## src/sv/pwsrc_pkg.sv

```systemverilog
// Shared constants for the pulse waveform source: widths, register indexes, segment codes.
package pwsrc_pkg;

    localparam int TIME_WIDTH_DEF  = 32;
    localparam int LEVEL_WIDTH_DEF = 16;
    localparam int CFG_INDEX_WIDTH = 4;

    localparam logic [CFG_INDEX_WIDTH-1:0] REG_OFF_LEVEL   = 4'd0;
    localparam logic [CFG_INDEX_WIDTH-1:0] REG_ON_LEVEL    = 4'd1;
    localparam logic [CFG_INDEX_WIDTH-1:0] REG_START_DELAY = 4'd2;
    localparam logic [CFG_INDEX_WIDTH-1:0] REG_RISE_TIME   = 4'd3;
    localparam logic [CFG_INDEX_WIDTH-1:0] REG_FALL_TIME   = 4'd4;
    localparam logic [CFG_INDEX_WIDTH-1:0] REG_ON_TIME     = 4'd5;
    localparam logic [CFG_INDEX_WIDTH-1:0] REG_PERIOD_TIME = 4'd6;
    localparam logic [CFG_INDEX_WIDTH-1:0] REG_CYCLE_LIMIT = 4'd7;

    localparam logic [1:0] SEG_OFF  = 2'd0;
    localparam logic [1:0] SEG_ON   = 2'd1;
    localparam logic [1:0] SEG_RISE = 2'd2;
    localparam logic [1:0] SEG_FALL = 2'd3;

    function automatic int pipe_latency(input int tw, input int lw);
        return tw + lw + 7;
    endfunction

endpackage

```

## src/sv/pwsrc_phase.sv

```systemverilog
// Phase pipeline: elapsed time, bit-per-stage division by the period, cycle limit check.
module pwsrc_phase #(
    parameter int TIME_WIDTH = pwsrc_pkg::TIME_WIDTH_DEF
) (
    input  logic                  clk,
    input  logic                  rst_n,
    input  logic                  in_valid,
    input  logic [TIME_WIDTH-1:0] time_ticks,
    input  logic [TIME_WIDTH-1:0] start_delay,
    input  logic                  period_nz,
    input  logic [TIME_WIDTH+1:0] period_eff,
    input  logic [TIME_WIDTH-1:0] cycle_limit,
    output logic                  out_valid,
    output logic [TIME_WIDTH-1:0] out_phase,
    output logic                  out_off
);

    localparam int DW = 2 * TIME_WIDTH + 2;

    logic [TIME_WIDTH:0]   vld_reg;
    logic [TIME_WIDTH:0]   act_reg;
    logic [TIME_WIDTH-1:0] rem_reg  [TIME_WIDTH+1];
    logic [TIME_WIDTH-1:0] quot_reg [TIME_WIDTH+1];
    logic [TIME_WIDTH-1:0] rem_c    [TIME_WIDTH];
    logic [TIME_WIDTH-1:0] take_c;
    logic                  out_valid_reg;
    logic [TIME_WIDTH-1:0] out_phase_reg;
    logic                  out_off_reg;
    logic [TIME_WIDTH:0]   cyc_c;
    logic                  ended_c;

    always_comb
    begin
        logic [DW-1:0] dvs;
        for (int k = 0; k < TIME_WIDTH; k++)
        begin
            dvs = DW'(period_eff) << (TIME_WIDTH - 1 - k);
            take_c[k] = DW'(rem_reg[k]) >= dvs;
            rem_c[k] = take_c[k] ? TIME_WIDTH'(DW'(rem_reg[k]) - dvs) : rem_reg[k];
        end
        cyc_c = {1'b0, quot_reg[TIME_WIDTH]} + (TIME_WIDTH+1)'(|rem_reg[TIME_WIDTH]);
        ended_c = (|cycle_limit) && (cyc_c > {1'b0, cycle_limit});
    end

    always_ff @(posedge clk or negedge rst_n)
    begin
        if (!rst_n)
        begin
            vld_reg       <= '0;
            out_valid_reg <= 1'b0;
        end
        else
        begin
            vld_reg       <= {vld_reg[TIME_WIDTH-1:0], in_valid};
            out_valid_reg <= vld_reg[TIME_WIDTH];
        end
    end

    always_ff @(posedge clk)
    begin
        rem_reg[0]  <= time_ticks - start_delay;
        quot_reg[0] <= '0;
        act_reg[0]  <= (time_ticks >= start_delay) && period_nz;
        for (int k = 0; k < TIME_WIDTH; k++)
        begin
            rem_reg[k+1]  <= rem_c[k];
            quot_reg[k+1] <= {quot_reg[k][TIME_WIDTH-2:0], take_c[k]};
            act_reg[k+1]  <= act_reg[k];
        end
        out_phase_reg <= rem_reg[TIME_WIDTH];
        out_off_reg   <= !act_reg[TIME_WIDTH] || ended_c;
    end

    assign out_valid = out_valid_reg;
    assign out_phase = out_phase_reg;
    assign out_off   = out_off_reg;

endmodule

```

## config.mk

```make
export PLATFORM = sky130hd
export DESIGN_NAME = pwsrc_phase
export DESIGN_NICKNAME = d
export VERILOG_FILES = /design/src/sv/pwsrc_pkg.sv /design/src/sv/pwsrc_phase.sv
export SDC_FILE = /design/constraint.sdc
export NUM_CORES = 2
export LEC_CHECK = 0
export ABC_AREA = 1
export BUFFER_PORTS_ARGS = -buffer_cell sky130_fd_sc_hd__buf_2
export CAP_MARGIN = 20
export CORE_ASPECT_RATIO = 0.75
export CORE_MARGIN = 1
export CORE_UTILIZATION = 55
export DETAILED_ROUTE_END_ITERATION = 10
export PLACE_DENSITY_LB_ADDON = 0.1
export SLEW_MARGIN = 20
export SYNTH_ARGS = -nofsm -noshare
export SYNTH_HDL_FRONTEND = slang
export SYNTH_SLANG_ARGS = --single-unit
```

## constraint.sdc

```tcl
create_clock -name clk -period 8.01 [get_ports clk]
set_clock_uncertainty 0.15 [all_clocks]
set_input_delay 1.602 -clock clk [delete_from_list [all_inputs] [get_ports clk]]
set_output_delay 1.602 -clock clk [all_outputs]
set_load 0.02 [all_outputs]
```

======== Word-level counts from Yosys, hierarchy flattened ========
Memory sizes are Yosys's and may differ from the RTL's.
Cells that the tools add are included.
storage, ports and cells
  flip-flop bits (word level) ............. 100
  output and inout bits ................... 34
  memories kept ........................... 2
  bits in writable memories ............... 2,112
  bits of input ports ..................... 134
  word-level logic and storage cells ...... 113
cells by class
  reduce and logical (&&, ||, !) cells .... 6
  add/sub/neg operators ................... 34
  multiplexer cells ....................... 32
  magnitude comparators ................... 34
memories
  memory    depth  width  read ports  clocked after Yosys merged registers in  write ports  line               text
  quot_reg  33     32     33          0                                        33           pwsrc_phase.sv:23  logic [TIME_WIDTH-1:0] quot_reg [TIME_WIDTH+1];
  rem_reg   33     32     33          0                                        33           pwsrc_phase.sv:22  logic [TIME_WIDTH-1:0] rem_reg [TIME_WIDTH+1];
operators with widths
  operator           count
  $sub A32 B32 Y32   33
  $mux W32           32
  $ge A32 B65 Y1     1
  $ge A32 B64 Y1     1
  $reduce_or A32 Y1  2
  $ge A32 B63 Y1     1
  $ge A32 B62 Y1     1
  $ge A32 B61 Y1     1
  $ge A32 B60 Y1     1
  $ge A32 B59 Y1     1
  $ge A32 B58 Y1     1
  $ge A32 B57 Y1     1
  $ge A32 B56 Y1     1
  $ge A32 B55 Y1     1
  $ge A32 B54 Y1     1
  $ge A32 B53 Y1     1
  $ge A32 B52 Y1     1
  $ge A32 B51 Y1     1
  $ge A32 B50 Y1     1
  $ge A32 B49 Y1     1
  $ge A32 B48 Y1     1
  $ge A32 B47 Y1     1
  $ge A32 B46 Y1     1
  $ge A32 B45 Y1     1
  other kinds (17)   18

======== Depth between registers and ports, before layout ========
  word-level depth ........................ 5
  mapped depth ............................ 23
  gate-level depth less buffers ........... 23

======== Least setup slack after synthesis ========
OpenSTA, ideal clock, no wires.
  path kind ............................... input port to flip-flop
  from .................................... input port period_eff[2]
  to ...................................... memory rem_reg[0][1044] (netlist bit)
  required time ........................... 7.747 ns
  buffers on the path ..................... 1
  cell stages on the path ................. 15
  library setup time ...................... 0.113 ns
  setup slack ............................. 4.037 ns
  arrival time ............................ 3.710 ns
  path through ............................ inv_1 > ha_1 > nand2_1 > inv_1 > nand3_1 > nand3_1 > nand2_1 > nand2_1 > nand2_1 > nand3_1 > nand2_1 > nand2_1 > buf_2 > nand2_1 > nand2_1
RTL lines
  item             line               text
  start, declared  pwsrc_phase.sv:11  input logic [TIME_WIDTH+1:0] period_eff,
  end, declared    pwsrc_phase.sv:22

==> metrics.md <==
| Metric | Value |
|---|---|
| Status | `complete, no violations` |
| LEAKAGE | `about 45 nW` |
| Root Buffer | `clkbuf_16` |
| Critical Path AT | `5.99 ns` |
| Slew Limit Headroom | `25.5%` |
| DRT antenna net count | `0` |
| Max-slew violation count | `0` |
| Setup crit end | `rem_reg[0][1002]` |
| Post-Synth Adder-Cell Area | `under 10%` |
| CTS tree | `yes` |
| Crit path kind | `in2reg` |
| Post-Synthesis Cells | `10900` |
| Synth Area in Compound Gates | `about 6.4%` |
| Worst-case vdd ir drop | `roughly 260 µV` |
| Pwr/cell area | `~300 nW/µm²` |
| Yosys warns | `0` |
| GRT Overall Usage | `about 37%` |
| Die width | `around 440 µm` |
| Setup tns final | `0 ns` |
| Synth Area in XOR/XNOR | `4.00%` |
| Final Util | `between 60% and 70%` |
| DP HPWL | `~220 mm` |
| Syn avg cell area | `around 7.5 µm²` |
| Reg2Reg Depth | `13` |
| Fmax | `approximately 0.18 GHz` |
| Design Power | `~0.027 W` |
| Startpoint Class | `input pin` |
| Largest register FFs | `between 1000 and 1500` |
| Vias per inst | `between 5 and 6` |
| Pin count of the biggest net entering global routing | `35` |
| Launch point of the worst reg-to-reg path | `rem_reg[0][974]` |
| RSZ-0062 raised after global routing | `false` |
| FF+latch count, synth | `between 1500 and 2000` |
| Sink Count | `between 1500 and 2000` |
| Clock buffer depth | `3` |
| Post-CTS Setup Inserts | `0` |
| Port Buffer Count | `167` |
| Fraction of layout cells with a size suffix above 1 | `between 5 and 6%` |
| Combinational family with the most area after synthesis | `simple AND/OR/NAND/NOR gates` |
| Area of the multi-input gates | `41600 µm²` |
| Die H | `between 300 and 400 µm` |
| Register area share after synthesis | `41.9%` |
| Final Non-Filler Cells | `between 10000 and 15000` |
| Period utilization | `between 60% and 70%` |
| Mapped Nets | `around 12000` |
| Post-synthesis mux area share | `0%` |
| Layout area overhead | `10.8%` |
| Mapped Area | `approximately 81000 µm²` |
| Vias in the first global route | `about 68000` |
| Drc violations | `0` |
| Max Fanout on Critical Path | `32` |
| Hold Vio Cnt, Final | `0` |
| Worst hold path type | `reg2reg` |
| Global route total overflow | `0` |
| Initial antenna violation count | `12` |
| Cts repair resizes | `0` |
| Reg2Reg Setup Slack | `between 3 and 4 ns` |
| Synth Area in Simple Gates | `between 30% and 40%` |
| Critical Path RT | `8.54 ns` |
| Via count | `roughly 75000` |
| Clock transition at path regs | `~0.070 ns` |
| 1st-iter DRT viols | `around 9100` |
| Worst R2R End | `rem_reg[0][1002]` |
| Starting density of the core | `a little under three fifths` |
| Die ar. | `approximately 150000 µm²` |
| FILL cells | `around 13000` |
| Final hold slack | `approximately 0.17 ns` |
| Core area | `approximately 150000 µm²` |
| Synth cell types | `58` |
| Io pins | `168` |
| # rows | `around 120` |
| Dpl cells | `about 13000` |
| Register area | `between 30000 and 40000 µm²` |
| GP Congestion | `between 1 and 1.5` |
| Min Tclk post-route | `about 5.5 ns` |
| Layout net count | `11900` |
| Worst Setup SP | `period_eff[17]` |
| Worst Max-Slew Pin Slew | `1.12 ns` |
| Drt wl/cell | `21.2 µm` |
| Pre-antenna DRT Iters | `6` |
| Final setup violation count | `0` |
| CTS buffer count | `158` |
| Leading cell types in the layout, fill and taps excluded | `nand2_1 (3366), dfxtp_1 (1650), inv_1 (1250)` |
| # Max-Cap Violations | `0` |
| Post-synth EDFFs | `0` |
| Post-CTS Hold Fix Bufs | `0` |
| Top FF cell, synth | `dfxtp_1` |
| Routed WL | `around 280 mm` |
| CP Capture Type | `flop` |
| First-pass GRT wire length | `between 400 and 500 mm` |
| Worst skew pair latency | `between 0.8 and 0.9 ns` |
| Ys async rst share | `roughly 2%` |
| H-Tree Depth | `4` |
| Leading cell type in the layout, fill and taps excluded | `nand2_1` |
## Yosys cell counts, drive strengths merged (2+ instances only)
cell type | count | area, µm²
o21bai | 63 | 473
o21ai | 251 | 1260
clkbuf | 58 | 218
dfrtp | 34 | 851
a21o | 30 | 225
xor2 | 251 | 2200
nand2 | 3387 | 12800
nand4 | 402 | 2550
o211ai | 7 | 52.6
xnor2 | 118 | 1030
nand3b | 105 | 788
nor4 | 105 | 657
nor3 | 169 | 886
o22ai | 2 | 12.5
and2 | 19 | 119
a31oi | 9 | 56.3
fa | 32 | 641
clkinv | 3 | 16.3
or2 | 25 | 156
nor4b | 2 | 17.5
a21oi | 556 | 2790
a21boi | 13 | 97.6
o21a | 21 | 158
and3 | 7 | 43.8
inv | 1271 | 4770
ha | 594 | 7430
nor2 | 847 | 3290
buf | 71 | 410
nand3 | 742 | 3790
dfxtp | 1650 | 33000
## worst min path at each step
stage                         to        startpoint  cells after the start
2_1_floorplan        act_reg[10]        act_reg[9]                      0
3_3_place_gp    quot_reg[0][230]  quot_reg[0][197]                      0
5_1_grt         quot_reg[0][816]  quot_reg[0][783]                      0
4_1_cts         quot_reg[0][817]  quot_reg[0][784]                      0
3_5_place_dp   quot_reg[0][1013]  quot_reg[0][980]                      0
6_report        quot_reg[0][817]  quot_reg[0][784]                      0
## final cells by class
| cell class | count | share of cell area, % |
|---|---|---|
| timing repair buffer | 213 | 1.34 |
| clock inverter | 86 | 1.35 |
| sequential | 1684 | 37.8 |
| multi-input combinational | 7764 | 46.4 |
| tap | 1968 | 2.75 |
| clock buffer | 206 | 4.94 |
| antenna | 5 | 0.0140 |
| inverter | 1274 | 5.34 |
## where the power goes
part,switching (W),internal (W)
clock network,0.00352,0.00455
logic,0.00555,0.00278
registers,0.00119,0.00967
## critical path, cell delays in order
cell	delay, ns
buf_2	0.12
inv_1	0.75
ha_1	0.42
a21oi_1	0.25
nand2_1	0.12
a21oi_1	0.23
inv_1	0.08
nand2_1	0.10
nand3_1	0.19
nand2_1	0.80
nand2_1	0.90
nand2_1	0.32
nand2_1	0.08
## stage by stage
stage / setup slack [ns] / area, µm²
after floorplan: 4.04 / 80900
after global placement: 2.05 / 83900
after detailed placement: 1.87 / 83900
after CTS: 2.74 / 89500
after global routing: 2.29 / 89600
final: 2.55 / 89600
## layer usage
metal	routed length, µm	share of wire [%]	track usage [%]	vias to the layer above
li1	-	-	-	35800
met5	77	0.028	0	-
met1	126000	45	53.9	34500
met2	110000	39	50.6	3968
met3	33900	12	9.19	558
met4	10100	3.6	13.6	12
## kinds of logic after synthesis
group | count (synthesis)
DFF | 1684
and+or+nand+nor | 5813
adders and majority gates | 626
AOI/OAI and AO/OA | 956
xor gates and xnor gates | 369
buffers and inverters | 1403
Note: power is estimated with default switching activity, not from simulation.
