===== config.mk =====
export PLATFORM = sky130hd
export DESIGN_NAME = pwsrc_ramp
export DESIGN_NICKNAME = d
export VERILOG_FILES = /design/src/sv/pwsrc_pkg.sv /design/src/sv/pwsrc_ramp.sv
export SDC_FILE = /design/constraint.sdc
export NUM_CORES = 2
export LEC_CHECK = 0
export BUFFER_PORTS_ARGS = -buffer_cell sky130_fd_sc_hd__buf_2
export CORE_MARGIN = 2
export CORE_UTILIZATION = 50
export DETAILED_ROUTE_END_ITERATION = 10
export PLACE_DENSITY_LB_ADDON = 0.1
export REMOVE_ABC_BUFFERS = 1
export SETUP_SLACK_MARGIN = 0.4
export SYNTH_ARGS = -nofsm -noshare
export SYNTH_HDL_FRONTEND = slang
export SYNTH_SLANG_ARGS = --single-unit

===== constraint.sdc =====
create_clock -name clk -period 7.4 [get_ports clk]
set_input_delay 0.37 -clock clk [delete_from_list [all_inputs] [get_ports clk]]
set_output_delay 0.37 -clock clk [all_outputs]
set_load 0.03 [all_outputs]

===== src/sv/pwsrc_pkg.sv =====
// Shared constants for the pulse waveform source: widths, register indexes, segment codes.
package pwsrc_pkg;

    localparam int TIME_WIDTH_DEF  = 32;
    localparam int LEVEL_WIDTH_DEF = 16;
    localparam int CFG_INDEX_WIDTH = 4;

    localparam logic [CFG_INDEX_WIDTH-1:0] REG_OFF_LEVEL   = 4'd0;
    localparam logic [CFG_INDEX_WIDTH-1:0] REG_ON_LEVEL    = 4'd1;
    localparam logic [CFG_INDEX_WIDTH-1:0] REG_START_DELAY = 4'd2;
    localparam logic [CFG_INDEX_WIDTH-1:0] REG_RISE_TIME   = 4'd3;
    localparam logic [CFG_INDEX_WIDTH-1:0] REG_FALL_TIME   = 4'd4;
    localparam logic [CFG_INDEX_WIDTH-1:0] REG_ON_TIME     = 4'd5;
    localparam logic [CFG_INDEX_WIDTH-1:0] REG_PERIOD_TIME = 4'd6;
    localparam logic [CFG_INDEX_WIDTH-1:0] REG_CYCLE_LIMIT = 4'd7;

    localparam logic [1:0] SEG_OFF  = 2'd0;
    localparam logic [1:0] SEG_ON   = 2'd1;
    localparam logic [1:0] SEG_RISE = 2'd2;
    localparam logic [1:0] SEG_FALL = 2'd3;

    function automatic int pipe_latency(input int tw, input int lw);
        return tw + lw + 7;
    endfunction

endpackage


===== src/sv/pwsrc_ramp.sv =====
// Level pipeline: segment select, ramp product, bit-per-stage scaling, final level.
module pwsrc_ramp #(
    parameter int TIME_WIDTH  = pwsrc_pkg::TIME_WIDTH_DEF,
    parameter int LEVEL_WIDTH = pwsrc_pkg::LEVEL_WIDTH_DEF
) (
    input  logic                   clk,
    input  logic                   rst_n,
    input  logic                   in_valid,
    input  logic [TIME_WIDTH-1:0]  in_phase,
    input  logic                   in_off,
    input  logic [TIME_WIDTH-1:0]  rise_time,
    input  logic [TIME_WIDTH-1:0]  fall_time,
    input  logic [TIME_WIDTH-1:0]  on_time,
    input  logic [LEVEL_WIDTH-1:0] off_level,
    input  logic [LEVEL_WIDTH-1:0] on_level,
    input  logic [LEVEL_WIDTH-1:0] diff_mag,
    input  logic                   diff_neg,
    output logic                   out_valid,
    output logic [LEVEL_WIDTH-1:0] level
);

    localparam int NW = TIME_WIDTH + LEVEL_WIDTH;

    logic                   a_vld_reg, b_vld_reg, c_vld_reg;
    logic                   a_off_reg, a_rise_reg;
    logic [TIME_WIDTH-1:0]  a_ph_reg, a_p1_reg;
    logic [1:0]             b_kind_reg;
    logic                   b_cand_reg;
    logic [TIME_WIDTH-1:0]  b_phase_reg;
    logic [1:0]             c_kind_reg;
    logic [TIME_WIDTH-1:0]  c_phase_reg;
    logic [TIME_WIDTH-1:0]  c_len_reg;
    logic [LEVEL_WIDTH:0]   dv_reg;
    logic [NW-1:0]          num_reg  [LEVEL_WIDTH+1];
    logic [LEVEL_WIDTH-1:0] q_reg    [LEVEL_WIDTH+1];
    logic [1:0]             kind_reg [LEVEL_WIDTH+1];
    logic [TIME_WIDTH-1:0]  len_reg  [LEVEL_WIDTH+1];
    logic [NW-1:0]          num_c    [LEVEL_WIDTH];
    logic [LEVEL_WIDTH-1:0] take_c;
    logic                   out_valid_reg;
    logic [LEVEL_WIDTH-1:0] level_reg;
    logic [LEVEL_WIDTH-1:0] level_next;

    always_comb
    begin
        logic [NW-1:0] dvs;
        for (int k = 0; k < LEVEL_WIDTH; k++)
        begin
            dvs = NW'(len_reg[k]) << (LEVEL_WIDTH - 1 - k);
            take_c[k] = num_reg[k] >= dvs;
            num_c[k] = take_c[k] ? num_reg[k] - dvs : num_reg[k];
        end
    end

    always_comb
    begin
        logic [LEVEL_WIDTH-1:0] q;
        q = q_reg[LEVEL_WIDTH];
        case (kind_reg[LEVEL_WIDTH])
            pwsrc_pkg::SEG_ON:   level_next = on_level;
            pwsrc_pkg::SEG_RISE: level_next = diff_neg ? off_level - q : off_level + q;
            pwsrc_pkg::SEG_FALL: level_next = diff_neg ? on_level + q : on_level - q;
            default:             level_next = off_level;
        endcase
    end

    always_ff @(posedge clk or negedge rst_n)
    begin
        if (!rst_n)
        begin
            a_vld_reg     <= 1'b0;
            b_vld_reg     <= 1'b0;
            c_vld_reg     <= 1'b0;
            dv_reg        <= '0;
            out_valid_reg <= 1'b0;
        end
        else
        begin
            a_vld_reg     <= in_valid;
            b_vld_reg     <= a_vld_reg;
            c_vld_reg     <= b_vld_reg;
            dv_reg        <= {dv_reg[LEVEL_WIDTH-1:0], c_vld_reg};
            out_valid_reg <= dv_reg[LEVEL_WIDTH];
        end
    end

    always_ff @(posedge clk)
    begin
        a_off_reg  <= in_off;
        a_rise_reg <= in_phase < rise_time;
        a_ph_reg   <= in_phase;
        a_p1_reg   <= in_phase - rise_time;

        if (a_off_reg)
        begin
            b_kind_reg  <= pwsrc_pkg::SEG_OFF;
            b_cand_reg  <= 1'b0;
            b_phase_reg <= a_ph_reg;
        end
        else if (a_rise_reg)
        begin
            b_kind_reg  <= pwsrc_pkg::SEG_RISE;
            b_cand_reg  <= 1'b0;
            b_phase_reg <= a_ph_reg;
        end
        else if (a_p1_reg < on_time)
        begin
            b_kind_reg  <= pwsrc_pkg::SEG_ON;
            b_cand_reg  <= 1'b0;
            b_phase_reg <= a_ph_reg;
        end
        else
        begin
            b_kind_reg  <= pwsrc_pkg::SEG_OFF;
            b_cand_reg  <= 1'b1;
            b_phase_reg <= a_p1_reg - on_time;
        end

        c_phase_reg <= b_phase_reg;
        if (b_cand_reg && (b_phase_reg < fall_time))
        begin
            c_kind_reg <= pwsrc_pkg::SEG_FALL;
            c_len_reg  <= fall_time;
        end
        else
        begin
            c_kind_reg <= b_kind_reg;
            c_len_reg  <= rise_time;
        end

        num_reg[0]  <= NW'(c_phase_reg) * NW'(diff_mag);
        q_reg[0]    <= '0;
        kind_reg[0] <= c_kind_reg;
        len_reg[0]  <= c_len_reg;
        for (int k = 0; k < LEVEL_WIDTH; k++)
        begin
            num_reg[k+1]  <= num_c[k];
            q_reg[k+1]    <= {q_reg[k][LEVEL_WIDTH-2:0], take_c[k]};
            kind_reg[k+1] <= kind_reg[k];
            len_reg[k+1]  <= len_reg[k];
        end

        level_reg <= level_next;
    end

    assign out_valid = out_valid_reg;
    assign level     = level_reg;

endmodule


# Word level (Yosys, flattened, before mapping)
# Memories as Yosys holds them, arrays and structs flattened.
# Index checks and enable logic that the tools add are counted.
totals:
  reg_bits: 204
  latchBits: 0
  mem_count: 4
  romBits: 0
  word_cells: 94
  ram_bits: 1666
  out_inout_bits: 17
  inputBits: 181
mem_list:
  columns: ["name", "depth", "word_bits", "read_ports", "rd_ports_with_merged_regs", "wr", "line", "source"]
  rows:
  - ["num_reg", 17, 48, 16, 0, 17, "pwsrc_ramp.sv:34", "logic [NW-1:0] num_reg [LEVEL_WIDTH+1];"]
  - ["len_reg", 17, 32, 16, 0, 17, "pwsrc_ramp.sv:37", "logic [TIME_WIDTH-1:0] len_reg [LEVEL_WIDTH+1];"]
  - ["q_reg", 17, 16, 17, 0, 17, "pwsrc_ramp.sv:35", "logic [LEVEL_WIDTH-1:0] q_reg [LEVEL_WIDTH+1];"]
  - ["kind_reg", 17, 2, 17, 0, 17, "pwsrc_ramp.sv:36", "logic [1:0] kind_reg [LEVEL_WIDTH+1];"]
op_classes:
  addsub: 22
  multipliers: 1
  order_cmp: 19
  n_div: 0
  bitwise_logic: 0
  n_shift: 0
  n_eq_ne: 3
  muxes: 26
  n_reduce_logical: 2
ops:
  columns: ["cell", "n"]
  rows:
  - ["2-to-1 mux 48 bit", 16]
  - ["2-to-1 mux 32 bit", 4]
  - ["less-than comparator 32 bit", 3]
  - ["subtractor 32 bit", 2]
  - [">= comparator 48 x 32 -> 1 bit", 1]
  - [">= comparator 48 x 33 -> 1 bit", 1]
  - [">= comparator 48 x 34 -> 1 bit", 1]
  - [">= comparator 48 x 35 -> 1 bit", 1]
  - [">= comparator 48 x 36 -> 1 bit", 1]
  - [">= comparator 48 x 37 -> 1 bit", 1]
  - [">= comparator 48 x 38 -> 1 bit", 1]
  - [">= comparator 48 x 39 -> 1 bit", 1]
  - [">= comparator 48 x 40 -> 1 bit", 1]
  - [">= comparator 48 x 41 -> 1 bit", 1]
  - [">= comparator 48 x 42 -> 1 bit", 1]
  - [">= comparator 48 x 43 -> 1 bit", 1]
  - [">= comparator 48 x 44 -> 1 bit", 1]
  - [">= comparator 48 x 45 -> 1 bit", 1]
  - [">= comparator 48 x 46 -> 1 bit", 1]
  - [">= comparator 48 x 47 -> 1 bit", 1]
  - ["multiplier 32 x 16 -> 48 bit", 1]
  - ["case mux 16 bit (3 select lines)", 1]
  - ["subtractor 48 x 32 -> 48 bit", 1]
  - ["subtractor 48 x 33 -> 48 bit", 1]
  - ["other kinds (23)", 28]

# Logic depth before layout (Yosys ltp)
logic_depth:
  word_depth: 4
  ltp_mapped: 27
  ltp_nobuf: 25

# Worst setup path before layout
# No wires, ideal clock.
synth_timing:
  path_kind: "reg2reg"
  from: "register c_phase_reg[8]"
  to: "memory num_reg[0][46] (netlist name)"
  arrival_time_ns: 6.202
  stages_incl_launch_ff: 24
  setup_slack_ns: 1.067
  synth_period_minus_slack_ns: 6.333
  path_buffers: 1
  path_cell_list: "dfxtp_1 -> clkbuf_1 -> nand2_1 -> fa_1 -> fa_1 -> fa_1 -> fa_1 -> inv_1 -> fa_1 -> inv_1 -> fa_1 -> inv_1 -> ha_1 -> o21ai_0 -> o21ai_0 -> a21oi_1 -> a21boi_0 -> o31a_1 -> a22o_1 -> a211oi_1 -> nor2_1 -> o41ai_2 -> o31ai_1 -> xor2_1"
synth_rtl:
  columns: ["item", "line", "source"]
  rows:
  - ["start: declaration", "pwsrc_ramp.sv:31", "logic [TIME_WIDTH-1:0] c_phase_reg;"]
  - ["start signal: assignment", "pwsrc_ramp.sv:119", "c_phase_reg <= b_phase_reg;"]
  - ["end: declaration", "pwsrc_ramp.sv:34", null]

==> reports/results.ini <==
[status]
status = completed

[logic_synthesis]
yosys_warnings = 0
synth_ff_type = dfxtp_1
synth_area_um2 = 91400
syn_inst = 10015
seq_area_frac_synth_pct = 36.3
async_flop_share_pct = 1.27
ys_seq_elements = 1654
synth_edf_count = 0
synth.avg_cell_area_um2 = 9.13
synth_cell_types = 112

[worst_setup_path]
crit_start = c_phase_reg[8]$_DFF_P_
end_kind = register
crit_buf_inv = 6
worstPathMaxFanout = 12
cp.arrival_ns = 7.41
cp_top_family = adder cells
ff2ff_path_depth = 25
r2r-start = c_phase_reg[8]$_DFF_P_
crit_required_ns = 8.09
critPathMaxStageDelay_ns = 0.56
worstSetupStartpointType = register
path_depth = 25
cpMostUsedCell = fa_1
cp_slowest_cell = fa_1
critPathKind = register to register

[clock_network]
clk_path_buf_depth = 3
htreeDepth = 4
cts_buffers = 180
clk_latency_ns = 0.84
path_clk_slew_ns = 0.06
cts_tree = done
root_buffer = clkbuf_16
cts_sinks = 1654

[sta]
final.setup.tns_ns = 0
setup_viol = 0
tightest_slew_ns = 1.30
min_period_ns = 6.72
rsz0062_at_grt = yes
finalMaxSlewViolations = 0
maxSlewHeadroom_pct = 12.7
post-route-period-util_pct = 90.8
finalHoldViolations = 0
timing.fmax_mhz = 149
worst_clock_skew_ns = 0.0306

[job]
drv_cap = 0

[floorplan]
start_util_pct = 50.5
die_w_um = 432
io_pins = 198
die_y_um = 432
dieArea_um2 = 186000
core_um2 = 181000
std_cell_rows = 156

[route]
drc_errors = 0
dr.pass1.iters = 6
ant_nets = 0
vias_per_cell = 5.43
drt_iter0_drc = 3836
routed_wl_um = 241000
via_count = 69726
wire_per_inst_um = 18.8

[grt]
grt_start_max_net_pins = 67
grt_use_total_pct = 25.8
grt_overflow_total = 0
antenna_found_initial = 10
grt_pass1_wl_um = 383000
grt_pass1_vias = 71636

[placed_design]
dp_hpwl_um = 197000
routabilityCongestion = 0.951
numPortBuffers = 197

[min_path]
min_path_cells = 3
hold_class = input port to register
worstHoldStart = fall_time[1]

[final_layout]
fin_nets = 11693
largest_register_ffs = 768
synthToLayoutAreaGrowth_pct = 12.5
drive_above_1_share_pct = 7.51

==> worst min-delay path, cell delays in order <==
cell,delay (ns)
buf_2,0.10
inv_1,0.09
mux2i_1,0.20
==> metal layers <==
metal  share of wire [%]  GRT usage (%)
met1                  39           28.3
met2                  52           48.4
met3                 3.6           3.08
met4                 5.6           13.7
met5               0.015              0
==> cell usage in the layout (no fill, tap or decap), types with 135 or more instances in the layout <==
cell type / instances
buf_2: 197
nor2_1: 516
dfxtp_1: 1616
a21oi_1: 725
dlygate4sd3_1: 147
nand3_1: 135
ha_1: 758
a21o_1: 378
o21ai_0: 529
fa_1: 437
inv_1: 1269
and2_1: 245
xnor2_1: 373
nand2_1: 868
clkbuf_16: 185
xor2_1: 276
==> final timing paths <==
kind                       slack (ns)                endpoint
setup / recovery                 0.68  num_reg[0][46]$_DFF_P_
hold / removal                   0.04    c_len_reg[1]$_DFF_P_
setup reg to reg                 0.68  num_reg[0][46]$_DFF_P_
hold reg to reg                  0.31   q_reg[0][259]$_DFF_P_
max in group asynchronous        6.11     dv_reg[0]$_DFF_PN0_
min in group asynchronous        0.75     c_vld_reg$_DFF_PN0_
==> synthesized netlist by cell type, types with 21 or more instances <==
cell / count / area (µm²)
dfrtp_1: 21 / 526
nor2b_1: 108 / 676
mux2_2: 90 / 1010
a21boi_0: 31 / 233
or3_1: 46 / 288
a211o_1: 22 / 193
o21bai_1: 90 / 676
o31ai_1: 40 / 300
xnor2_1: 373 / 3270
a31oi_1: 59 / 369
nand3_1: 135 / 676
and2_1: 245 / 1530
fa_1: 437 / 8750
a211oi_1: 61 / 458
o21a_1: 80 / 601
inv_1: 1269 / 4760
clkbuf_1: 243 / 912
nor4_1: 70 / 438
or2_2: 23 / 144
o211ai_1: 36 / 270
nand2b_1: 93 / 582
a21o_1: 378 / 2840
nand2_1: 869 / 3260
nor3_1: 122 / 611
nor2_1: 517 / 1940
ha_1: 758 / 9480
buf_2: 32 / 160
xor2_1: 276 / 2420
dfxtp_1: 1633 / 32700
a21oi_1: 727 / 3640
nand4_1: 128 / 801
o21ai_0: 532 / 2660
and3_1: 51 / 319
mux2i_1: 46 / 460
==> logic make-up after synthesis <==
kind of cell    synth area share, %
compound gates                 15.6
xor+xnor                       6.22
fa+ha+maj                      19.9
buf+inv                        6.48
flops                          36.3
mux                            1.97
simple gates                   13.5
==> per-stage QoR <==
step	worst slack [ns]	util (%)	std cells	hold slack (ns)	area, µm²
after floorplan	1.15	-	9722	0.0744	90300
after global placement	0.193	52.4	12357	0.310	94900
after detailed placement	0.134	52.4	12357	0.312	94900
after CTS	0.442	56.8	12836	0.00117	103000
after global routing	0.352	56.8	12837	0.0581	103000
final	0.683	56.8	12839	0.0426	103000
==> layout make-up <==
cell class	count	area, µm²
antenna	2	5.00
clock buffer	250	5250
inverter	1271	4770
sequential	1654	33200
fill	16225	78300
timing repair buffer	413	2980
clock inverter	82	1250
multi-input combinational	6797	52400
tap	2370	2970
==> timing repair <==
action | CTS | global route
buffers inserted | 0 | 1
endpoints found under the hold margin | 137 | 0
resized for setup | 13 | 13
pin swaps | 0 | 1
hold buffers | 147 | 0
endpoints found under the setup margin | 4 | 9
Power is left out: the tool's default activity adds up to more than one toggle a clock period on the data nets, which glitch-free logic cannot reach.
