File: src/sv/pwsrc_pkg.sv
// Shared constants for the pulse waveform source: widths, register indexes, segment codes.
package pwsrc_pkg;

    localparam int TIME_WIDTH_DEF  = 32;
    localparam int LEVEL_WIDTH_DEF = 16;
    localparam int CFG_INDEX_WIDTH = 4;

    localparam logic [CFG_INDEX_WIDTH-1:0] REG_OFF_LEVEL   = 4'd0;
    localparam logic [CFG_INDEX_WIDTH-1:0] REG_ON_LEVEL    = 4'd1;
    localparam logic [CFG_INDEX_WIDTH-1:0] REG_START_DELAY = 4'd2;
    localparam logic [CFG_INDEX_WIDTH-1:0] REG_RISE_TIME   = 4'd3;
    localparam logic [CFG_INDEX_WIDTH-1:0] REG_FALL_TIME   = 4'd4;
    localparam logic [CFG_INDEX_WIDTH-1:0] REG_ON_TIME     = 4'd5;
    localparam logic [CFG_INDEX_WIDTH-1:0] REG_PERIOD_TIME = 4'd6;
    localparam logic [CFG_INDEX_WIDTH-1:0] REG_CYCLE_LIMIT = 4'd7;

    localparam logic [1:0] SEG_OFF  = 2'd0;
    localparam logic [1:0] SEG_ON   = 2'd1;
    localparam logic [1:0] SEG_RISE = 2'd2;
    localparam logic [1:0] SEG_FALL = 2'd3;

    function automatic int pipe_latency(input int tw, input int lw);
        return tw + lw + 7;
    endfunction

endpackage

File: src/sv/pwsrc_cfg_regs.sv
// Configuration register file with derived period and level step.
module pwsrc_cfg_regs #(
    parameter int TIME_WIDTH  = pwsrc_pkg::TIME_WIDTH_DEF,
    parameter int LEVEL_WIDTH = pwsrc_pkg::LEVEL_WIDTH_DEF
) (
    input  logic                                  clk,
    input  logic                                  rst_n,
    input  logic                                  wr_en,
    input  logic [pwsrc_pkg::CFG_INDEX_WIDTH-1:0] wr_index,
    input  logic [((TIME_WIDTH > LEVEL_WIDTH) ? TIME_WIDTH : LEVEL_WIDTH)-1:0] wr_data,
    output logic [LEVEL_WIDTH-1:0]                off_level,
    output logic [LEVEL_WIDTH-1:0]                on_level,
    output logic [TIME_WIDTH-1:0]                 start_delay,
    output logic [TIME_WIDTH-1:0]                 rise_time,
    output logic [TIME_WIDTH-1:0]                 fall_time,
    output logic [TIME_WIDTH-1:0]                 on_time,
    output logic [TIME_WIDTH-1:0]                 cycle_limit,
    output logic                                  period_nz,
    output logic [TIME_WIDTH+1:0]                 period_eff,
    output logic [LEVEL_WIDTH-1:0]                diff_mag,
    output logic                                  diff_neg
);

    logic [LEVEL_WIDTH-1:0] off_level_reg;
    logic [LEVEL_WIDTH-1:0] on_level_reg;
    logic [TIME_WIDTH-1:0]  start_delay_reg;
    logic [TIME_WIDTH-1:0]  rise_time_reg;
    logic [TIME_WIDTH-1:0]  fall_time_reg;
    logic [TIME_WIDTH-1:0]  on_time_reg;
    logic [TIME_WIDTH-1:0]  period_time_reg;
    logic [TIME_WIDTH-1:0]  cycle_limit_reg;
    logic [TIME_WIDTH+1:0]  period_eff_reg;
    logic [LEVEL_WIDTH-1:0] diff_mag_reg;
    logic                   diff_neg_reg;
    logic [TIME_WIDTH+1:0]  span_next;
    logic [TIME_WIDTH+1:0]  period_next;
    logic [LEVEL_WIDTH:0]   diff_next;

    always_ff @(posedge clk or negedge rst_n)
    begin
        if (!rst_n)
        begin
            off_level_reg   <= '0;
            on_level_reg    <= '0;
            start_delay_reg <= '0;
            rise_time_reg   <= '0;
            fall_time_reg   <= '0;
            on_time_reg     <= '0;
            period_time_reg <= '0;
            cycle_limit_reg <= '0;
        end
        else if (wr_en)
        begin
            unique case (wr_index)
                pwsrc_pkg::REG_OFF_LEVEL:   off_level_reg   <= wr_data[LEVEL_WIDTH-1:0];
                pwsrc_pkg::REG_ON_LEVEL:    on_level_reg    <= wr_data[LEVEL_WIDTH-1:0];
                pwsrc_pkg::REG_START_DELAY: start_delay_reg <= wr_data[TIME_WIDTH-1:0];
                pwsrc_pkg::REG_RISE_TIME:   rise_time_reg   <= wr_data[TIME_WIDTH-1:0];
                pwsrc_pkg::REG_FALL_TIME:   fall_time_reg   <= wr_data[TIME_WIDTH-1:0];
                pwsrc_pkg::REG_ON_TIME:     on_time_reg     <= wr_data[TIME_WIDTH-1:0];
                pwsrc_pkg::REG_PERIOD_TIME: period_time_reg <= wr_data[TIME_WIDTH-1:0];
                pwsrc_pkg::REG_CYCLE_LIMIT: cycle_limit_reg <= wr_data[TIME_WIDTH-1:0];
                default: ;
            endcase
        end
    end

    always_comb
    begin
        span_next = (TIME_WIDTH+2)'(rise_time_reg) + (TIME_WIDTH+2)'(on_time_reg)
                  + (TIME_WIDTH+2)'(fall_time_reg);
        if (span_next < (TIME_WIDTH+2)'(period_time_reg))
            period_next = (TIME_WIDTH+2)'(period_time_reg);
        else
            period_next = span_next;
        diff_next = {on_level_reg[LEVEL_WIDTH-1], on_level_reg}
                  - {off_level_reg[LEVEL_WIDTH-1], off_level_reg};
    end

    always_ff @(posedge clk or negedge rst_n)
    begin
        if (!rst_n)
        begin
            period_eff_reg <= '0;
            diff_mag_reg   <= '0;
            diff_neg_reg   <= 1'b0;
        end
        else
        begin
            period_eff_reg <= period_next;
            diff_neg_reg   <= diff_next[LEVEL_WIDTH];
            if (diff_next[LEVEL_WIDTH])
                diff_mag_reg <= LEVEL_WIDTH'((LEVEL_WIDTH+1)'(0) - diff_next);
            else
                diff_mag_reg <= diff_next[LEVEL_WIDTH-1:0];
        end
    end

    assign off_level   = off_level_reg;
    assign on_level    = on_level_reg;
    assign start_delay = start_delay_reg;
    assign rise_time   = rise_time_reg;
    assign fall_time   = fall_time_reg;
    assign on_time     = on_time_reg;
    assign cycle_limit = cycle_limit_reg;
    assign period_nz   = |{rise_time_reg, on_time_reg, fall_time_reg, period_time_reg};
    assign period_eff  = period_eff_reg;
    assign diff_mag    = diff_mag_reg;
    assign diff_neg    = diff_neg_reg;

endmodule

File: config.mk
export PLATFORM = sky130hd
export DESIGN_NAME = pwsrc_cfg_regs
export DESIGN_NICKNAME = d
export VERILOG_FILES = /design/src/sv/pwsrc_pkg.sv /design/src/sv/pwsrc_cfg_regs.sv
export SDC_FILE = /design/constraint.sdc
export NUM_CORES = 1
export LEC_CHECK = 0
export ABC_AREA = 1
export BUFFER_PORTS_ARGS = -buffer_cell sky130_fd_sc_hd__buf_2
export CORE_MARGIN = 5
export CORE_UTILIZATION = 56
export DETAILED_ROUTE_END_ITERATION = 10
export HOLD_SLACK_MARGIN = 0.12
export PLACE_DENSITY_LB_ADDON = 0.1
export SLEW_MARGIN = 10
export SYNTH_ARGS = -nofsm -noshare
export SYNTH_HDL_FRONTEND = slang
export SYNTH_SLANG_ARGS = --single-unit
export TNS_END_PERCENT = 100
File: constraint.sdc
create_clock -name clk -period 5.5 [get_ports clk]
set_input_delay 1.1 -clock clk [delete_from_list [all_inputs] [get_ports clk]]
set_output_delay 1.1 -clock clk [all_outputs]
set_load 0.02 [all_outputs]
# [Yosys cells after proc, flatten, opt, wreduce, memory -nomap -nowiden]
# Index checks and enable logic that the tools add are counted.
[word_totals] reg_bits=275 input_bits=39 out_inout_bits=244 word_cells=35
[classes] n_addsub=4 magnitude_cmp=1 eq_ne=7 mux=2 n_reduce_logical=10
[op_table] operator="128-bit OR reduction" count=1
[op_table] operator="33-bit by 32-bit adder with 34-bit output" count=1
[op_table] operator="34-bit by 32-bit < comparator with 1-bit output" count=1
[op_table] operator="34-bit two-way mux" count=1
[op_table] operator="32-bit by 32-bit adder with 33-bit output" count=1
[op_table] operator="16-bit by 16-bit subtractor with 17-bit output" count=1
[op_table] operator="4-bit by 3-bit == test with 1-bit output, second input constant" count=4
[op_table] operator="16-bit two-way mux" count=1
[op_table] operator="2-bit AND reduction" count=8
[op_table] operator="1-bit by 16-bit subtractor with 16-bit output, first input constant" count=1
[op_table] operator="4-bit by 2-bit == test with 1-bit output, second input constant" count=2
[op_table] operator="4-bit by 1-bit == test with 1-bit output, second input constant" count=1
[op_table] operator="4-bit zero test" count=1

# [Depth between registers and ports, before layout]
# Gate-level depths: netlist of run 1.
[logic_depth] ltp_word=4 ltp_mapped=29 mapped_depth_nobuf=28

# [Least setup slack after synthesis of run 1]
# OpenSTA, ideal clock, no wires.
[synth_timing] path_kind="register to register" start="register rise_time_reg[1] (netlist: rise_time[1])" end="register period_eff_reg[10] (netlist: period_eff[10])" setup_time_ns=0.067 t_arrival_ns=3.869 required_ns=5.433 path_slack_ns=1.564 stages_incl_launch_ff=24 n_path_buf=1 synth_period_minus_slack_ns=3.936 path_cell_list="dfrtp_1 -> fa_1 -> ha_1 -> inv_1 -> fa_1 -> o21ai_2 -> a21oi_1 -> o21ai_0 -> xor2_1 -> ha_1 -> nand2_1 -> a21oi_1 -> nor2_1 -> nand2_1 -> nor2_1 -> nand3_1 -> nand2_1 -> nand2_1 -> nand2_1 -> nand2_1 -> nand2_1 -> clkbuf_1 -> nand4_1 -> nand2_1"
[synth_between] elab_chain_len=4
[synth_lines] element="start, declared" line_no="pwsrc_cfg_regs.sv:27" text="logic [TIME_WIDTH-1:0] rise_time_reg;"
[synth_lines] element="start signal, assigned" line_no="pwsrc_cfg_regs.sv:58" text="pwsrc_pkg::REG_RISE_TIME: rise_time_reg <= wr_data[TIME_WIDTH-1:0];"
[synth_lines] element="32-bit by 32-bit adder with 33-bit output (*)" line_no="pwsrc_cfg_regs.sv:70" text="span_next = (TIME_WIDTH+2)'(rise_time_reg) + (TIME_WIDTH+2)'(on_time_reg)"
[synth_lines] element="33-bit by 32-bit adder with 34-bit output (*)" line_no="pwsrc_cfg_regs.sv:71" text="+ (TIME_WIDTH+2)'(fall_time_reg);"
[synth_lines] element="34-bit by 32-bit < comparator with 1-bit output" line_no="pwsrc_cfg_regs.sv:72" text="if (span_next < (TIME_WIDTH+2)'(period_time_reg))"
[synth_lines] element="34-bit two-way mux (*)" line_no="pwsrc_cfg_regs.sv:72"
[synth_lines] element="net period_next[10]" line_no="pwsrc_cfg_regs.sv:36" text="logic [TIME_WIDTH+1:0] period_next;"
[synth_lines] element="end signal, assigned" line_no="pwsrc_cfg_regs.sv:90" text="period_eff_reg <= period_next;"
[synth_lines] element="end, declared" line_no="pwsrc_cfg_regs.sv:32" text="logic [TIME_WIDTH+1:0] period_eff_reg;"
# Mark *: on every way through the listed nets, which the timed path passes. The rest lies on a longest branch.
# A chain may end at the register's enable or synchronous reset.

# [Worst setup path after layout of run 1]
[layout_timing] start="register rise_time_reg[1] (netlist: rise_time[1])" end="register period_eff_reg[31] (netlist: period_eff[31])"
# The elaborated chain is that of the path after synthesis.

==> impl_metrics.csv, run 1 <==
group,metric,value,unit
outcome,status,"completed",
floorplanning,rows,59,
drt,wirelength,45180,um
synthesis,synth_fa_ha_area_share,11.23,%
clock_network,cts_setup_buffers,0,
worst_setup_path,start_kind,"register",
clock_network,h-tree-depth,1,
global_route,grt_pass1_vias,13050,
timing,setup_tns,0,ps
timing,slew_viol_final,0,
synthesis,synth-seq-cells,275,
timing,rsz0062_at_grt,"no",
power,seqPwrFrac,25.9,%
drt,postRouteAntennaNets,0,
synthesis,postSynthAreaPerCell,8.333,um2
power,p_int,0.006155,W
clock_network,post_cts_resized,0,
run,cap_viol_max_count,0,
power,p_leak,9.269,nW
hold_path,hp-class,"reg2reg",
drt,drtPass1Iterations,5,
power,p_per_area,685.0,mW/mm2
global_route,antenna_found_initial,2,
cells_and_area,area_delta_synth_final,18.23,%
synthesis,ys_warn_count,0,
timing,clock_skew,12.20,ps
placed_design,finalWeightedCongestion,0.9509,
worst_setup_path,worst-path-max-fanout,32,
timing,tightest_slew,1167,ps
synthesis,yosysTopAreaCell,"dfrtp_1",
worst_setup_path,cp_data_required_time,5930,ps
timing,setup-violations-final,0,
timing,slew_headroom,22.14,%
floorplanning,chipHeight,172.9,um
power,power_frac_clock,16.9,%
floorplanning,io_pins,283,
global_route,grt_usage,29.43,%
drt,drt-initial-drc-count,1193,
power,switching_share,48.88,%
synthesis,syn_nets,1936,
worst_setup_path,path_class,"reg2reg",
timing,hold_viol_final,0,
global_route,grt_pass1_wl,71350,um
timing,fmax,0.2245,GHz
synthesis,synthMuxAreaShare,0,%
synthesis,synthFlopType,"dfrtp_1",
synthesis,yosysUniqueCellTypes,37,
worst_setup_path,cp.arrival,4890,ps
drt,dr_total_vias,13420,
placed_design,dp_hpwl,34670,um
synthesis,synth_area,0.01487,mm2
floorplanning,dieArea,0.02991,mm2
clock_network,clockBufferDepth,3,
clock_network,cts_inserted_buffers,30,
synthesis,synth_most_common_cell,"nand2_1",
power,ir_drop,0.4501,mV
synthesis,synth_simple_gate_area_share,22.53,%
synthesis,synthArstFlopShare,100.0,%
cells_and_area,drive_gt1_share,17.28,%
global_route,grt_max_degree,133,
clock_network,ctsHoldBuffers,0,
floorplanning,initial_core_util,56.89,%
timing,period_share,80.97,%
synthesis,synth_edf_count,0,
synthesis,postSynthCellCount,1784,
placed_design,portBuffers,282,
floorplanning,coreArea,0.02613,mm2
placed_design,dp_cells,2352,
synthesis,synth-seq-area-share,46.29,%
clock_network,clock-root-buffer,"clkbuf_16",
clock_network,clkTransAtPathRegs,60,ps
clock_network,clock_sinks,275,
floorplanning,die_x,172.9,um
synthesis,synth_common_cells,"484 x nand2_1, 275 x dfrtp_1, 189 x inv_1",
cells_and_area,layoutNonFillerInstCount,2409,
clock_network,clkLatencyLatePin,560,ps
clock_network,cts_tree,"yes",
timing,fin_crit,4454,ps
power,p_comb_share,57.2,%
worst_setup_path,end_kind,"register",
synthesis,yosys-top-cells-area,"dfrtp_1 46%, nand2_1 12%, ha_1 6.6%",
drt,wire_per_inst,18.75,um
cells_and_area,layout.nets,2201,
synthesis,synth_compound_area_share,11.16,%
power,power.switching,0.005885,W
timing,hold_ws,482.6,ps
drt,vias_per_cell,5.570,
synthesis,yosys.area_share.xor_xnor,2.180,%
cells_and_area,largest_reg_flops,34,
synthesis,synth_top_family_by_area,"simple AND/OR/NAND/NOR gates",
drt,drc,0,
global_route,grt_overflow_total,0,
synthesis,netlist.area_leader.share,46.29,%
[cell type report]
class                   count  area [um2]
clock inverters            10       126.4
fillers                  2262        8556
inverters                 193       724.4
multi-input cells        1258        7032
well taps                 335       419.2
diodes                      2       5.005
clock buffers              45       887.1
repair buffers            291        1501
flip-flops and latches    275        6882
[critical path, cell delays in order, from the launching register on]
cell and delay (ps):
dfrtp_1 430, fa_1 550, ha_1 170, inv_1 60, fa_1 410, o21ai_2 240
a21oi_1 180, o21ai_0 370, xor2_1 250, ha_1 280, nand2_1 70, a21oi_1 70
nor2_1 90, nand2_1 60, nor2_1 80, nand3_1 80, nand2_1 70, nand2_1 50
nand2_1 50, nand2_1 40, nand2_1 130, nand3_4 340, nand2_1 170, nand2_1 80
[per-stage QoR]
step / worst slack, ps / utilization (%) / cell area [um2] / total power, W
6_report: 1046 / 67.26 / 17580 / 0.01204
3_3_place_gp: 1248 / 63.36 / 16560 / 0.009747
4_1_cts: 1092 / 67.24 / 17570 / 0.01203
5_1_grt: 629.3 / 67.26 / 17580 / 0.01307
2_1_floorplan: 1564 / - / 14870 / 0.008031
3_5_place_dp: 1079 / 63.36 / 16560 / 0.009948
[layer usage]
metal	vias to the layer above	part of all wire [%]	GRT usage, %
met1	6372	40	38.63
met5	-	0	0
met4	0	4.0	10.74
met2	565	47	49.02
met3	104	8.3	5.786
li1	6377	-	-
[power by group through the flow]
stage	registers, W	clock network [W]	logic (W)
2_1_floorplan	0.00364	0	0.00439
3_3_place_gp	0.00312	0	0.00663
3_5_place_dp	0.00313	0	0.00682
4_1_cts	0.00310	0.00207	0.00686
5_1_grt	0.00318	0.00216	0.00773
6_report	0.00311	0.00204	0.00689
[path summary, 6_finish.rpt]
path | start | to | slack [ps] | depth (start not counted)
worst max-delay path | rise_time[1]$_DFFE_PN0P_ | period_eff[31]$_DFF_PN0_ | 1050 | 23
worst min-delay path | start_delay[16]$_DFFE_PN0P_ | start_delay[16]$_DFFE_PN0P_ | 480 | 2
worst max register to register | rise_time[1]$_DFFE_PN0P_ | period_eff[31]$_DFF_PN0_ | 1050 | 23
worst min register to register | start_delay[16]$_DFFE_PN0P_ | start_delay[16]$_DFFE_PN0P_ | 480 | 2
max in group asynchronous | rst_n | on_time[3]$_DFFE_PN0P_ | 3760 | 2
min in group asynchronous | rst_n | diff_mag[5]$_DFF_PN0_ | 540 | 1
[kinds of logic (layout without fill, tap and decap cells)]
family	after synthesis	after routing
other	0	2
adders and majority gates	113	113
DFF	275	275
and+or+nand+nor	787	787
AOI/OAI and AO/OA	321	321
xor gates and xnor gates	37	37
buffers and inverters	251	539
[cells in the final DEF (no fill, tap or decap), types with 3 or more instances in the layout]
master	instances
a21o_1	6
a21oi_1	118
a31oi_1	5
and2_1	3
buf_2	281
buf_4	8
clkbuf_1	7
clkbuf_16	30
clkbuf_8	8
clkinv_2	3
clkinv_4	4
dfrtp_1	275
fa_1	34
ha_1	79
inv_1	189
inv_2	4
nand2_1	484
nand2_2	5
nand3_1	48
nand3b_1	6
nand4_1	52
nor2_1	131
nor3_1	11
nor4_1	37
o21ai_0	176
o21ai_1	3
o21bai_1	6
xnor2_1	12
xor2_1	25
Power figures use the tool's default switching activity.
==> run 2: changes to the inputs <==
==> constraint.sdc (replaced) <==
create_clock -name clk -period 4.1 [get_ports clk]
set_input_delay 0.82 -clock clk [delete_from_list [all_inputs] [get_ports clk]]
set_output_delay 0.82 -clock clk [all_outputs]
set_load 0.02 [all_outputs]
==> run 2 against run 1 <==
Net effect: clock-buffer cell count stayed put; critical path type unchanged; flip-flop and latch count unchanged; clock skew increased by 19 ps; highest routed layer unchanged; die area stayed put; largest cell class unchanged; critical path depth rose by 1; fmax is 9.5% higher; routed wire length increased by 0.60%; final area is 4.3% higher; non-clock buffer count rose by 76.
==> impl_metrics.csv, run 2 (synthesis results as in run 1) <==
group,metric,value,unit
drt,vias_per_cell,5.486,
placed_design,finalWeightedCongestion,0.9473,
timing,clock_skew,30.91,ps
worst_setup_path,cp.arrival,4510,ps
timing,fmax,0.2459,GHz
global_route,grt_pass1_vias,13290,
global_route,grt_usage,29.69,%
clock_network,ctsHoldBuffers,0,
global_route,grt_overflow_total,0,
outcome,status,"completed",
floorplanning,coreArea,0.02613,mm2
timing,slew_viol_final,0,
cells_and_area,final_area,0.01834,mm2
cells_and_area,utilization,70.17,%
cells_and_area,largest_reg_flops,34,
timing,rsz0062_at_grt,"yes",
timing,hold_ws,268.3,ps
floorplanning,initial_core_util,56.89,%
placed_design,portBuffers,282,
worst_setup_path,reg2reg_setup_slack,30,ps
drt,drt-initial-drc-count,1148,
clock_network,cts_tree,"yes",
worst_setup_path,cp_data_required_time,4550,ps
cells_and_area,layout.nets,2277,
drt,postRouteAntennaNets,0,
clock_network,clkLatencyLatePin,580,ps
run,cap_viol_max_count,0,
drt,dr_total_vias,13610,
global_route,grt_max_degree,105,
worst_setup_path,path_class,"reg2reg",
drt,wirelength,45450,um
clock_network,cts_inserted_buffers,30,
timing,setup-violations-final,0,
floorplanning,chipHeight,172.9,um
floorplanning,die_x,172.9,um
hold_path,hp-class,"in2async",
timing,tightest_slew,1074,ps
timing,fin_crit,4067,ps
global_route,antenna_found_initial,1,
clock_network,clkTransAtPathRegs,60,ps
placed_design,dp_hpwl,35070,um
clock_network,clock_sinks,275,
floorplanning,io_pins,283,
cells_and_area,drive_gt1_share,21.68,%
cells_and_area,area_delta_synth_final,23.34,%
power,ir_drop,0.6414,mV
clock_network,clock-root-buffer,"clkbuf_16",
cells_and_area,final_common_cell,"nand2_1",
drt,drtPass1Iterations,6,
floorplanning,dieArea,0.02991,mm2
clock_network,clockBufferDepth,3,
timing,slew_headroom,28.17,%
floorplanning,rows,59,
worst_setup_path,worst-path-max-fanout,32,
timing,period_share,99.19,%
clock_network,h-tree-depth,1,
drt,wire_per_inst,18.32,um
worst_setup_path,end_kind,"register",
power,p_leak,9.667,nW
global_route,grt_pass1_wl,72250,um
placed_design,placed_area,0.01710,mm2
timing,hold_viol_final,0,
drt,drc,0,
power,p_per_area,944.7,mW/mm2
cells_and_area,layout_common_cells,"478 x nand2_1, 281 x buf_2, 273 x dfrtp_1",
worst_setup_path,start_kind,"register",
-- run 2: cell types whose count changed in the layout (fill, tap and decap cells not counted), moves of 6 or more --
cell	delta
a21oi_1	-7
a21oi_2	+6
buf_4	+73
nand2_1	-6
nand2_2	+6
-- run 2: power by group --
part	switching, W	leakage (nW)	internal (W)	total, W
combinational	0.00660	5.85	0.00402	0.0106
sequential	0.000537	3.35	0.00354	0.00408
clock	0.00112	0.474	0.00151	0.00263
-- run 2: through the flow --
step           power (W)  cells  setup TNS, ps  setup WS, ps
3_3_place_gp     0.01380   2419              0         8.002
4_1_cts          0.01685   2475              0         1.782
5_1_grt          0.01880   2481          -4374        -164.5
6_report         0.01732   2481              0         33.28
2_1_floorplan    0.01077   1784              0         164.3
3_5_place_dp     0.01402   2419          -3883        -133.3
-- run 2: final timing paths --
check / end / startpoint / cells after the start
max in group asynchronous: period_time_reg[26]$_DFFE_PN0P_ / rst_n / 2
max reg2reg: period_eff[6]$_DFF_PN0_ / rise_time[1]$_DFFE_PN0P_ / 24
min: diff_mag[12]$_DFF_PN0_ / rst_n / 1
min in group clk: start_delay[17]$_DFFE_PN0P_ / start_delay[17]$_DFFE_PN0P_ / 2
min reg2reg: start_delay[17]$_DFFE_PN0P_ / start_delay[17]$_DFFE_PN0P_ / 2
max: period_eff[6]$_DFF_PN0_ / rise_time[1]$_DFFE_PN0P_ / 24
-- run 2: critical path, stage by stage (launching register included) --
cell	delay, ps
dfrtp_1	400
fa_1	560
ha_1	180
inv_1	60
fa_2	370
o21ai_4	200
nand2_1	100
nand2_2	150
buf_4	130
xor2_1	220
ha_1	290
a21o_1	180
nor2_1	90
nand2_1	80
nand2_1	70
nand3_1	90
nand2_1	80
nand2_1	60
nand2_1	60
nand2_1	50
nand2_2	110
nand3_4	80
buf_12	190
nand2_1	80
nand2_1	50
-- run 2: repair_timing --
| action | 4_1_cts | 5_1_grt |
|---|---|---|
| gates resized for setup | 4 | 37 |
| setup endpoints to repair | 32 | 32 |
| pin swaps | 3 | 5 |
| buffers inserted | 4 | 5 |
-- run 2: cell type report --
cell class,count,area [um2]
Inverter,193,724.4
Clock buffer,45,897.1
Multi-Input combinational cell,1258,7226
Tap cell,335,419.2
Timing Repair Buffer,367,2110
Antenna cell,1,2.502
Fill cell,2148,7796
Clock inverter,7,73.82
Sequential cell,275,6884
-- run 2: layer usage --
metal  share of wire, %  track usage (%)  vias up
met5                  0                0        -
met4                3.6            10.14        0
met3                8.1            6.397       97
met2                 48            50.11      588
met1                 40            38.34     6403
li1                   -                -     6522
==> run 3: changes to the inputs <==
--- a/config.mk
+++ b/config.mk
@@ -8,7 +8,7 @@
 export ABC_AREA = 1
 export BUFFER_PORTS_ARGS = -buffer_cell sky130_fd_sc_hd__buf_2
 export CORE_MARGIN = 5
-export CORE_UTILIZATION = 56
+export CORE_UTILIZATION = 25
 export DETAILED_ROUTE_END_ITERATION = 10
 export HOLD_SLACK_MARGIN = 0.12
 export PLACE_DENSITY_LB_ADDON = 0.1
==> run 3 against run 2 <==
Net effect: sequential power about the same; via count down 0.32%; final cell count up 21%; sequential share of layout area down 2.6 points; clock skew down 16 ps; critical endpoint is now period_eff[0]$_DFF_PN0_; setup slack worse by 23 ps; highest routed layer unchanged; routed wire length up 29%; die area up 120%.
==> impl_metrics.csv, run 3 (synthesis results as in run 1) <==
group,metric,value,unit
outcome,status,"completed",
drt,dr_total_vias,13570,
drt,wirelength,58640,um
clock_network,cts_tree,"yes",
drt,wire_per_inst,19.55,um
worst_setup_path,start_kind,"register",
placed_design,dp_hpwl,45860,um
floorplanning,die_x,253.9,um
clock_network,clock_sinks,275,
worst_setup_path,reg2reg_setup_slack,10,ps
worst_setup_path,cp.arrival,4520,ps
run,cap_viol_max_count,0,
timing,slew_headroom,47.96,%
timing,fin_crit,4090,ps
worst_setup_path,reg2reg_to,"period_eff[0]$_DFF_PN0_",
clock_network,cts_inserted_buffers,36,
worst_setup_path,crit_family,"adder cells",
power,p_leak,10.15,nW
global_route,grt_overflow_total,0,
cells_and_area,layout.nets,2354,
timing,rsz0062_at_grt,"yes",
floorplanning,chipHeight,253.9,um
clock_network,clkTransAtPathRegs,60,ps
cells_and_area,fill_cells,6322,
timing,setup_tns,0,ps
worst_setup_path,worst-path-max-fanout,16,
global_route,grt_pass1_vias,13650,
worst_setup_path,critPathLaunch,"rise_time[1]$_DFFE_PN0P_",
hold_path,hp-class,"in2async",
drt,postRouteAntennaNets,0,
power,ir_drop,0.4607,mV
clock_network,h-tree-depth,2,
cells_and_area,final_common_cell,"nand2_1",
global_route,grt_usage,17.77,%
timing,clock_skew,14.51,ps
floorplanning,io_pins,283,
global_route,use_met1,23.73,%
timing,period_share,99.76,%
worst_setup_path,cp_data_required_time,4530,ps
timing,fmax,0.2445,GHz
clock_network,clkLatencyLatePin,550,ps
placed_design,finalWeightedCongestion,0.8588,
worst_setup_path,path_buf_inv,3,
drt,drc,0,
worst_setup_path,path_class,"reg2reg",
clock_network,ctsHoldBuffers,0,
timing,hold_ws,267.0,ps
global_route,grt_pass1_wl,87100,um
timing,tightest_slew,780.7,ps
timing,setup-violations-final,0,
worst_setup_path,worstReg2RegStart,"rise_time[1]$_DFFE_PN0P_",
power,total_power,0.01936,W
drt,vias_per_cell,4.522,
floorplanning,coreArea,0.05902,mm2
global_route,grt_util_met2,29.25,%
worst_setup_path,path_common_cell,"nand2_1",
worst_setup_path,r2r_cells,24,
global_route,antenna_found_initial,0,
clock_network,clockBufferDepth,3,
timing,slew_viol_final,0,
cells_and_area,utilization,33.36,%
worst_setup_path,cpMaxStageDelayCell,"fa_1",
global_route,grt_busiest_layer,"met2",
worst_setup_path,critPathMaxStageDelay,570,ps
placed_design,portBuffers,282,
global_route,grt_max_degree,88,
power,p_per_area,983.3,mW/mm2
timing,hold_viol_final,0,
drt,drt-initial-drc-count,784,
clock_network,clock-root-buffer,"clkbuf_16",
cells_and_area,drive_gt1_share,24.88,%
floorplanning,rows,89,
floorplanning,initial_core_util,25.19,%
cells_and_area,layout_common_cells,"463 x nand2_1, 281 x buf_2, 275 x dfrtp_1",
worst_setup_path,crit_chain,"fa_1 > ha_2 > inv_2 > fa_2 > o21ai_4 > nand2_1 > nand2_2 > buf_4 > xor2_4 > ha_1 > a21o_1 > nor2_1 > nand2_1 > nand2_1 > nand3_1 > nand2_1 > nand2_1 > nand2_1 > nand2_1 > nand2_2 > nand3_4 > clkbuf_16 > nand2_1 > nand2_1",
global_route,use_met3,3.950,%
cells_and_area,area_delta_synth_final,32.44,%
floorplanning,dieArea,0.06444,mm2
worst_setup_path,end_kind,"register",
drt,drtPass1Iterations,7,
cells_and_area,largest_reg_flops,34,
cells_and_area,n_antenna_cell,0,
[run 3: cell types whose count changed in the layout (fill, tap and decap cells not counted), moves of 3 or more]
cell / delta
bufinv_16: +3
nand2_4: +3
clkbuf_1: +3
buf_4: +68
nand2_1: -15
ha_4: -4
clkbuf_16: +9
nand2_2: +12
[run 3: worst max path at each step]
stage	slack, ps	depth (start not counted)	to
after floorplan	160	23	period_eff[10]$_DFF_PN0_
after global routing	-260	26	period_eff[26]$_DFF_PN0_
final	10	24	period_eff[0]$_DFF_PN0_
after global placement	-120	24	period_eff[4]$_DFF_PN0_
after detailed placement	-160	22	period_eff[4]$_DFF_PN0_
after CTS	6	25	period_eff[4]$_DFF_PN0_
[run 3: what timing repair did]
item                       4_1_cts  5_1_grt
setup endpoints to repair       32       32
resized for setup                7       45
cloned                           0        2
buffers inserted                 5        3
pin swaps                        3        8
[run 3: power by group]
| part | leakage, nW | internal, W | switching [W] |
|---|---|---|---|
| clock | 0.594 | 0.00201 | 0.00128 |
| combinational | 6.21 | 0.00477 | 0.00725 |
| sequential | 3.35 | 0.00354 | 0.000514 |
[run 3: layout make-up]
type                       count  area (um2)  share of cell area (%)
clock inverter                 8       118.9                  0.6037
clock buffer                  55        1084                   5.503
tap                          773       967.2                   4.912
timing repair buffer         438        2690                   13.66
multi-input combinational   1258        7224                   36.69
inverter                     193       724.4                   3.679
sequential                   275        6882                   34.95
[run 3: layer usage]
layer / share of wire [%] / up-vias
met3: 5.6 / 73
met5: 0 / -
met2: 46 / 327
met4: 2.7 / 0
met1: 45 / 6482
li1: - / 6684
[run 3: metrics by stage]
step	instance area (um2)	setup slack [ps]	cells
2_1_floorplan	14870	164.3	1784
3_3_place_gp	18180	-117.6	2927
3_5_place_dp	18180	-160.8	2927
4_1_cts	19450	5.765	2995
5_1_grt	19690	-262.9	3000
6_report	19690	9.840	3000
[run 3: worst reg2reg max path, delay by kind of cell, from the launching register on]
family          cells  cell delay, ps
buf+inv             3             430
xor+xnor            1             170
compound gates      2             400
simple gates       14            1200
flops               1             400
fa+ha+maj           4            1380
